--- config.mk ---
export PLATFORM = sky130hd
export DESIGN_NAME = i2c_master_bit_sequencer
export DESIGN_NICKNAME = d
export VERILOG_FILES = /design/src/hdl/i2cmbs_pkg.sv /design/src/hdl/i2cmbs_step.sv /design/src/hdl/i2cmbs_obuf.sv /design/src/hdl/i2c_master_bit_sequencer.sv
export SDC_FILE = /design/constraint.sdc
export NUM_CORES = 1
export LEC_CHECK = 0
export BUFFER_PORTS_ARGS = -buffer_cell sky130_fd_sc_hd__clkbuf_2
export CAP_MARGIN = 10
export CORE_ASPECT_RATIO = 1.25
export CORE_UTILIZATION = 53
export DETAILED_ROUTE_END_ITERATION = 10
export PLACE_DENSITY = 0.75
export SYNTH_ARGS = -nofsm -noshare
export SYNTH_HDL_FRONTEND = slang
export SYNTH_SLANG_ARGS = --single-unit
--- constraint.sdc ---
create_clock -name clk -period 4.3 [get_ports clk]
set_clock_uncertainty 0.05 [all_clocks]
set_input_delay 0.645 -clock clk [delete_from_list [all_inputs] [get_ports clk]]
set_output_delay 0.645 -clock clk [all_outputs]
set_load 0.01 [all_outputs]
--- src/hdl/i2cmbs_pkg.sv ---
package i2cmbs_pkg;

  // command codes held in the sequencer state
  localparam logic [2:0] CMD_IDLE      = 3'd0;
  localparam logic [2:0] CMD_START     = 3'd1;
  localparam logic [2:0] CMD_WRITE     = 3'd2;
  localparam logic [2:0] CMD_READ      = 3'd3;
  localparam logic [2:0] CMD_STOP      = 3'd4;
  localparam logic [2:0] CMD_STOP_FAIL = 3'd5;

  // phase of a write in which the slave ack is polled
  localparam logic [3:0] POLL_PHASE = 4'd5;

  // bit counter value that ends a byte
  localparam logic [3:0] BITS_PER_BYTE = 4'd8;

  localparam logic [7:0] ACK_POLL_LIMIT_RST = 8'd250;

  typedef struct packed {
    logic [2:0] mode;
    logic [7:0] data_byte;
    logic       send_ack;
    logic       sda_in;
  } in_beat_t;

  typedef struct packed {
    logic       scl_level;
    logic       sda_level;
    logic       busy_res;
    logic       done_res;
    logic       ack_failed;
    logic [7:0] read_value;
  } out_beat_t;

  typedef struct packed {
    logic [2:0] cmd;
    logic [3:0] phase;
    logic [2:0] tick_count;
    logic [3:0] bit_index;
    logic [7:0] shift_byte;
    logic [7:0] poll_count;
    logic       ack_choice;
  } seq_state_t;

endpackage

--- src/hdl/i2cmbs_step.sv ---
module i2cmbs_step (
  input  i2cmbs_pkg::seq_state_t state_cur,
  input  i2cmbs_pkg::in_beat_t   beat_in,
  input  logic [7:0]             ack_poll_limit,
  output i2cmbs_pkg::seq_state_t state_nxt,
  output i2cmbs_pkg::out_beat_t  beat_out
);

  i2cmbs_pkg::seq_state_t w;
  logic       seg_scl;
  logic       seg_sda;
  logic [2:0] seg_dur;
  logic [3:0] last_phase;
  logic [2:0] tick_inc;
  logic [8:0] poll_inc;
  logic [3:0] phase_new;
  logic [3:0] bit_inc;
  logic       finish;
  logic       ack_bit;

  // timing table of one segment
  always_comb begin
    ack_bit = ~w.ack_choice;
    seg_scl = 1'b1;
    seg_sda = 1'b1;
    seg_dur = 3'd1;
    case (w.cmd)
      i2cmbs_pkg::CMD_START: begin
        case (w.phase)
          4'd0: begin seg_scl = 1'b1; seg_sda = 1'b1; seg_dur = 3'd4; end
          4'd1: begin seg_scl = 1'b1; seg_sda = 1'b0; seg_dur = 3'd4; end
          4'd2: begin seg_scl = 1'b0; seg_sda = 1'b0; seg_dur = 3'd2; end
          default: ;
        endcase
      end
      i2cmbs_pkg::CMD_STOP, i2cmbs_pkg::CMD_STOP_FAIL: begin
        case (w.phase)
          4'd0: begin seg_scl = 1'b0; seg_sda = 1'b0; seg_dur = 3'd4; end
          4'd1: begin seg_scl = 1'b1; seg_sda = 1'b1; seg_dur = 3'd4; end
          4'd2: begin seg_scl = 1'b0; seg_sda = 1'b1; seg_dur = 3'd2; end
          4'd3: begin seg_scl = 1'b1; seg_sda = 1'b1; seg_dur = 3'd2; end
          default: ;
        endcase
      end
      i2cmbs_pkg::CMD_WRITE: begin
        case (w.phase)
          4'd0: begin seg_scl = 1'b0; seg_sda = w.shift_byte[7]; seg_dur = 3'd2; end
          4'd1: begin seg_scl = 1'b1; seg_sda = w.shift_byte[7]; seg_dur = 3'd2; end
          4'd2: begin seg_scl = 1'b0; seg_sda = w.shift_byte[7]; seg_dur = 3'd2; end
          4'd3: begin seg_scl = 1'b0; seg_sda = 1'b1; seg_dur = 3'd1; end
          4'd4: begin seg_scl = 1'b1; seg_sda = 1'b1; seg_dur = 3'd1; end
          default: ;
        endcase
      end
      i2cmbs_pkg::CMD_READ: begin
        case (w.phase)
          4'd0: begin seg_scl = 1'b0; seg_sda = 1'b1; seg_dur = 3'd2; end
          4'd1: begin seg_scl = 1'b1; seg_sda = 1'b1; seg_dur = 3'd1; end
          4'd2: begin seg_scl = 1'b0; seg_sda = ack_bit; seg_dur = 3'd2; end
          4'd3: begin seg_scl = 1'b1; seg_sda = ack_bit; seg_dur = 3'd2; end
          default: ;
        endcase
      end
      default: ;
    endcase
  end

  always_comb begin
    case (w.cmd)
      i2cmbs_pkg::CMD_START: last_phase = 4'd2;
      i2cmbs_pkg::CMD_WRITE: last_phase = i2cmbs_pkg::POLL_PHASE;
      default:               last_phase = 4'd3;
    endcase
  end

  always_comb begin
    // command launch, only from idle
    w = state_cur;
    if (state_cur.cmd == i2cmbs_pkg::CMD_IDLE && beat_in.mode inside {[3'd1:3'd4]}) begin
      w.cmd        = beat_in.mode;
      w.phase      = 4'd0;
      w.tick_count = 3'd0;
      w.bit_index  = 4'd0;
      w.shift_byte = (beat_in.mode == i2cmbs_pkg::CMD_WRITE) ? beat_in.data_byte : 8'd0;
      w.poll_count = 8'd0;
      w.ack_choice = (beat_in.mode == i2cmbs_pkg::CMD_READ) ? beat_in.send_ack : 1'b0;
    end

    state_nxt = w;
    beat_out  = '0;
    finish    = 1'b0;
    tick_inc  = w.tick_count + 3'd1;
    poll_inc  = {1'b0, w.poll_count} + 9'd1;
    bit_inc   = w.bit_index + 4'd1;
    phase_new = w.phase + 4'd1;

    if (w.cmd == i2cmbs_pkg::CMD_IDLE) begin
      beat_out.scl_level = ~w.phase[0];
      beat_out.sda_level = ~w.phase[1];
    end else if (w.cmd == i2cmbs_pkg::CMD_WRITE && w.phase == i2cmbs_pkg::POLL_PHASE) begin
      beat_out.busy_res  = 1'b1;
      beat_out.scl_level = 1'b1;
      beat_out.sda_level = 1'b1;
      if (!beat_in.sda_in) begin
        finish = 1'b1;
      end else if (poll_inc > {1'b0, ack_poll_limit}) begin
        state_nxt.cmd        = i2cmbs_pkg::CMD_STOP_FAIL;
        state_nxt.phase      = 4'd0;
        state_nxt.tick_count = 3'd0;
        state_nxt.poll_count = 8'd0;
      end else begin
        state_nxt.poll_count = poll_inc[7:0];
      end
    end else begin
      beat_out.busy_res  = 1'b1;
      beat_out.scl_level = seg_scl;
      beat_out.sda_level = seg_sda;
      // read samples sda on the first high tick
      if (w.cmd == i2cmbs_pkg::CMD_READ && w.phase == 4'd1 && w.tick_count == 3'd0) begin
        state_nxt.shift_byte = {w.shift_byte[6:0], beat_in.sda_in};
      end
      state_nxt.tick_count = tick_inc;
      if (tick_inc >= seg_dur) begin
        state_nxt.tick_count = 3'd0;
        if (w.cmd == i2cmbs_pkg::CMD_WRITE && w.phase == 4'd2) begin
          state_nxt.shift_byte = {w.shift_byte[6:0], 1'b0};
          state_nxt.bit_index  = bit_inc;
          phase_new = (bit_inc < i2cmbs_pkg::BITS_PER_BYTE) ? 4'd0 : 4'd3;
        end else if (w.cmd == i2cmbs_pkg::CMD_READ && w.phase == 4'd1) begin
          state_nxt.bit_index = bit_inc;
          phase_new = (bit_inc < i2cmbs_pkg::BITS_PER_BYTE) ? 4'd0 : 4'd2;
        end
        state_nxt.phase = phase_new;
        if (phase_new > last_phase) begin
          finish = 1'b1;
        end
      end
    end

    if (finish) begin
      beat_out.done_res   = 1'b1;
      beat_out.ack_failed = (w.cmd == i2cmbs_pkg::CMD_STOP_FAIL);
      beat_out.read_value = (w.cmd == i2cmbs_pkg::CMD_READ) ? state_nxt.shift_byte : 8'd0;
      // resting levels: bit 0 scl low, bit 1 sda low
      if (w.cmd == i2cmbs_pkg::CMD_START) begin
        state_nxt.phase = 4'd3;
      end else if (w.cmd == i2cmbs_pkg::CMD_READ && w.ack_choice) begin
        state_nxt.phase = 4'd3;
      end else begin
        state_nxt.phase = 4'd1;
      end
      state_nxt.cmd        = i2cmbs_pkg::CMD_IDLE;
      state_nxt.tick_count = 3'd0;
      state_nxt.bit_index  = 4'd0;
    end
  end

endmodule

--- src/hdl/i2cmbs_obuf.sv ---
module i2cmbs_obuf (
  input  logic                  clk,
  input  logic                  rst_n,
  input  logic                  push_valid,
  input  i2cmbs_pkg::out_beat_t push_data,
  output logic                  push_ready,
  output logic                  out_valid,
  input  logic                  out_ready,
  output i2cmbs_pkg::out_beat_t out_data
);

  logic                  main_valid_r;
  logic                  skid_valid_r;
  i2cmbs_pkg::out_beat_t main_r;
  i2cmbs_pkg::out_beat_t skid_r;
  logic                  pop;
  logic                  push;

  assign push_ready = ~skid_valid_r;
  assign out_valid  = main_valid_r;
  assign out_data   = main_r;
  assign pop        = main_valid_r & out_ready;
  assign push       = push_valid & push_ready;

  always_ff @(posedge clk) begin
    if (!rst_n) begin
      main_valid_r <= 1'b0;
      skid_valid_r <= 1'b0;
    end else if (skid_valid_r) begin
      if (pop) begin
        main_valid_r <= 1'b1;
        skid_valid_r <= 1'b0;
      end
    end else if (!main_valid_r || pop) begin
      main_valid_r <= push;
    end else if (push) begin
      skid_valid_r <= 1'b1;
    end
  end

  always_ff @(posedge clk) begin
    if (skid_valid_r) begin
      if (pop) begin
        main_r <= skid_r;
      end
    end else if (!main_valid_r || pop) begin
      if (push) begin
        main_r <= push_data;
      end
    end else if (push) begin
      skid_r <= push_data;
    end
  end

endmodule

--- src/hdl/i2c_master_bit_sequencer.sv ---
// channel   | direction | ports                         | beat
// ----------+-----------+-------------------------------+---------------------------------
// in        | in        | in_valid, in_ready, in_data   | one bus tick, optional command
// out       | out       | out_valid, out_ready, out_data| scl/sda levels and status of it
// cfg       | in        | cfg_we, cfg_wdata             | ack poll limit, written at once
//
// one tick per clock while in_ready is high: each accepted beat updates the sequencer
// state and its result is registered in the output buffer, one beat in, one beat out
// the per-tick path is the segment table, tick compare and poll compare
// synchronous active-low reset: bus lines released, idle, poll limit 250
// a two-entry output buffer takes a tick while the previous result is stalled;
// input stalls only when both entries are full
module i2c_master_bit_sequencer (
  input  logic                  clk,
  input  logic                  rst_n,
  input  logic                  in_valid,
  output logic                  in_ready,
  input  i2cmbs_pkg::in_beat_t  in_data,
  output logic                  out_valid,
  input  logic                  out_ready,
  output i2cmbs_pkg::out_beat_t out_data,
  input  logic                  cfg_we,
  input  logic [7:0]            cfg_wdata
);

  // sequencer state, advanced once per accepted tick
  i2cmbs_pkg::seq_state_t state_r;
  i2cmbs_pkg::seq_state_t state_nxt;
  logic [7:0]             poll_limit_r;
  i2cmbs_pkg::out_beat_t  step_beat;
  logic                   accept;

  assign accept = in_valid & in_ready;

  // configuration register
  always_ff @(posedge clk) begin
    if (!rst_n) begin
      poll_limit_r <= i2cmbs_pkg::ACK_POLL_LIMIT_RST;
    end else if (cfg_we) begin
      poll_limit_r <= cfg_wdata;
    end
  end

  // state only moves on an accepted beat
  always_ff @(posedge clk) begin
    if (!rst_n) begin
      state_r <= '0;
    end else if (accept) begin
      state_r <= state_nxt;
    end
  end

  // next state and this tick's bus levels
  i2cmbs_step u_step (
    .state_cur      (state_r),
    .beat_in        (in_data),
    .ack_poll_limit (poll_limit_r),
    .state_nxt      (state_nxt),
    .beat_out       (step_beat)
  );

  // result register plus skid entry
  i2cmbs_obuf u_obuf (
    .clk        (clk),
    .rst_n      (rst_n),
    .push_valid (in_valid),
    .push_data  (step_beat),
    .push_ready (in_ready),
    .out_valid  (out_valid),
    .out_ready  (out_ready),
    .out_data   (out_data)
  );

endmodule
==> reports/results.txt <==
Status - completed
Avg WL per Cell - 17.7 um
Ports - 41
Final WL - 11.4 mm
DRT Pass-1 Iters - 5
Initial Utilization - 54.7%
Delay of the slowest critical-path stage - 0.39 ns
Final Hold Viols - 0
H-tree depth - 3
Pleak - 0.00202 uW
Share of post-route cells with drive strength above 1 - 22.3%
Required time worst endpoint - 4.53 ns
Peak Freq - 252 MHz
Reg2Reg Launch Point - state_r[29]$_SDFFE_PN0P_
RSZ-0062 raised after global routing - no
Mapped Cells - 496
Tot GR Track Use - 29.3%
CP Launch Point - in_data[10]
Internal - 1160 uW
Initial antenna violation count - 0
Fillers - 674
CTS tree - yes
Register share of total power - 42.1%
Clock buffer count from CTS - 9
Hold Crit Class - register to register
Clock Power Share - 35.1%
Worst-path clk slew - 0.07 ns
Critical path startpoint category - input port
Reg2Reg Depth - 16
Final GP Congestion - 1.03
Gate power share - 22.8%
HP Start - state_r[22]$_SDFFE_PN0P_
Slowest CP cell - or3_4
Seq cells post-synth - 67
Die area - 8400 um2
Synth cell count leaders - nand2_1 (59), nor2_1 (52), dfxtp_1 (41)
Finished Core Util - 63.5%
Worst hold path depth - 2
Total number of vias - 3959
Layout overhead on the synthesized area - 16.1%
Largest net degree at the start of global routing - 28
CP Cell Sequence - clkbuf_2 -> or3_4 -> nand3_4 -> and2_1 -> ha_1 -> nand3_1 -> or3_1 -> a21oi_1 -> ha_1 -> and3_1 -> nor2b_1 -> o2bb2ai_1 -> o21ai_2 -> nand2_1 -> a211o_1 -> a21oi_1
P per Cell Area - 339 nW/um2
Final WS setup - 0.330 ns
Switch Pwr - 512 uW
Fraction of registers with async set/reset - 0%
Crit path max fanout - 6
Vias in the first global route - 3895
Final net count - 594
Maximum VDD drop - 0.208 mV
CP top delay family - simple AND/OR/NAND/NOR gates
Final Max Slew Viols - 0
Vias per cell - 6.13
Area leader, netlist - dfxtp_1
Grt total ovfl - 0
Pwr Total - 1680 uW
CTS root buffer - clkbuf_8
Top-count cell post-synth - nand2_1
Post-route ant nets - 0
CP arrival - 4.20 ns
Netlist cell types - 70
Max-slew headroom - 37.7%
# Max-Cap Violations - 0
Synth Warn # - 0
Worst-margin pin slew - 0.934 ns
Post-route setup TNS - 0 ns
Syn avg cell area - 8.59 um2
Dpl ws - -0.0260 ns
Ys flop type - dfxtp_1
Sink Count - 67
Maximum clock path buffer count - 2
Synth top area cells - dfxtp_1 (19%), edfxtp_1 (18%), ha_1 (6.5%)
DR iter-0 viols - 323
First-pass GRT wire length - 18.5 mm
Remaining DRCs - 0
# setup viols final - 0
Core ar. - 7790 um2
Syn nets - 544
Post-synth top area share - 19.3%
Sw Share - 30.6%
Min Tclk post-route - 3.97 ns
N_diodes - 0
Tcrit/Tclk final - 92.3%
Bufs and invs on worst path - 1
Post-synthesis cell area - 4260 um2
Number of port buffers - 40
Crit Path Category - input port to register
Die X - 82.2 um
Critical Path Sink Type - register
Row cnt - 36
Skew-Pair Late Insertion Delay - 0.37 ns
Detailed Place HPWL - 8.65 mm
Die H - 102 um
Post-synth EDFFs - 26
Critical Path Stages - 16
Seq/Total Area, Yosys - 37.6%
## power by group through the flow
stage | Combinational (uW) | Sequential, uW | Clock (uW)
floorplan | 249 | 720 | 0
global placement | 368 | 718 | 0
detailed placement | 373 | 720 | 0
CTS | 374 | 706 | 593
global route | 415 | 709 | 620
finish | 381 | 705 | 589
## cells by family after synthesis
logic type / count (synthesis) / share of synthesized area (%)
multiplexers: 18 / 5.26
adder cells (fa/ha/maj): 22 / 6.46
XOR/XNOR: 11 / 2.26
buffers and inverters: 48 / 4.61
AND/OR/NAND/NOR: 194 / 22.6
AO/OA/AOI/OAI: 136 / 21.2
flip-flops: 67 / 37.6
## routing by layer
| metal | routed length (um) | vias up | global-route usage [%] |
|---|---|---|---|
| met3 | 652 | 39 | 5.98 |
| li1 | - | 1897 | - |
| met2 | 5770 | 164 | 49.4 |
| met1 | 4670 | 1859 | 34.4 |
| met5 | 0 | - | 0 |
| met4 | 335 | 0 | 15.8 |
## layout by cell type (no fill, tap or decap), types with 3 or more instances in the layout
cell type	count
ha_1	20
dfxtp_1	41
and2_1	6
clkbuf_2	40
nor3_1	7
o21a_1	4
buf_4	25
nand4_1	4
o21ai_1	18
or3_1	4
mux2_2	6
inv_1	18
o21ai_2	3
a21oi_1	32
a221oi_1	3
o21ai_0	21
inv_2	4
edfxtp_1	26
xor2_1	3
a211oi_1	3
mux2i_1	4
a31oi_1	3
o22ai_1	3
clkbuf_8	9
nor2_1	52
a22oi_1	9
nand3_1	25
and3_1	10
xnor2_1	8
nor2b_1	7
o211ai_1	12
nand2_1	57
mux2_4	8
## metrics by stage
| step | std cells | hold slack [ns] | cell area, um2 |
|---|---|---|---|
| floorplan | 496 | 0.387 | 4350 |
| global placement | 630 | 0.400 | 4720 |
| detailed placement | 630 | 0.400 | 4720 |
| CTS | 646 | 0.411 | 4940 |
| global route | 646 | 0.433 | 4940 |
| finish | 646 | 0.408 | 4940 |
## timing repair
action / in CTS / in global routing
setup endpoints to repair: 0 / 3
setup buffers: 0 / 0
hold buffers: 0 / 0
gates resized for setup: 0 / 1
## final cells by class
cell class,instances,area (um2),share of cell area (%)
Multi-Input combinational cell,381,2540,51.3
Sequential cell,67,1600,32.4
Tap cell,95,119,2.40
Clock inverter,6,88.8,1.80
Clock buffer,10,128,2.58
Timing Repair Buffer,65,388,7.84
Inverter,22,82.6,1.67
## worst min-delay path, delay by kind of cell, from the launching register on
kind / cells / cell delay, ns
compound gates: 1 / 0.05
flops: 1 / 0.31
simple gates: 1 / 0.05
## final timing paths
path                                   to  slack (ns)
max              state_r[28]$_SDFFE_PN0P_        0.33
min              state_r[22]$_SDFFE_PN0P_        0.41
max reg2reg  u_obuf.out_data[8]$_DFFE_PP_        0.51
min reg2reg      state_r[22]$_SDFFE_PN0P_        0.41
## sequential cells by signal (all words and copies together) (netlist names)
signal / flops
state_r: 31
u_obuf.skid_r: 13
poll_limit_r: 8
u_obuf.out_data: 13
u_obuf.out_valid: 1
u_obuf.skid_valid_r: 1
No activity file was read; power rests on OpenSTA's default activity.
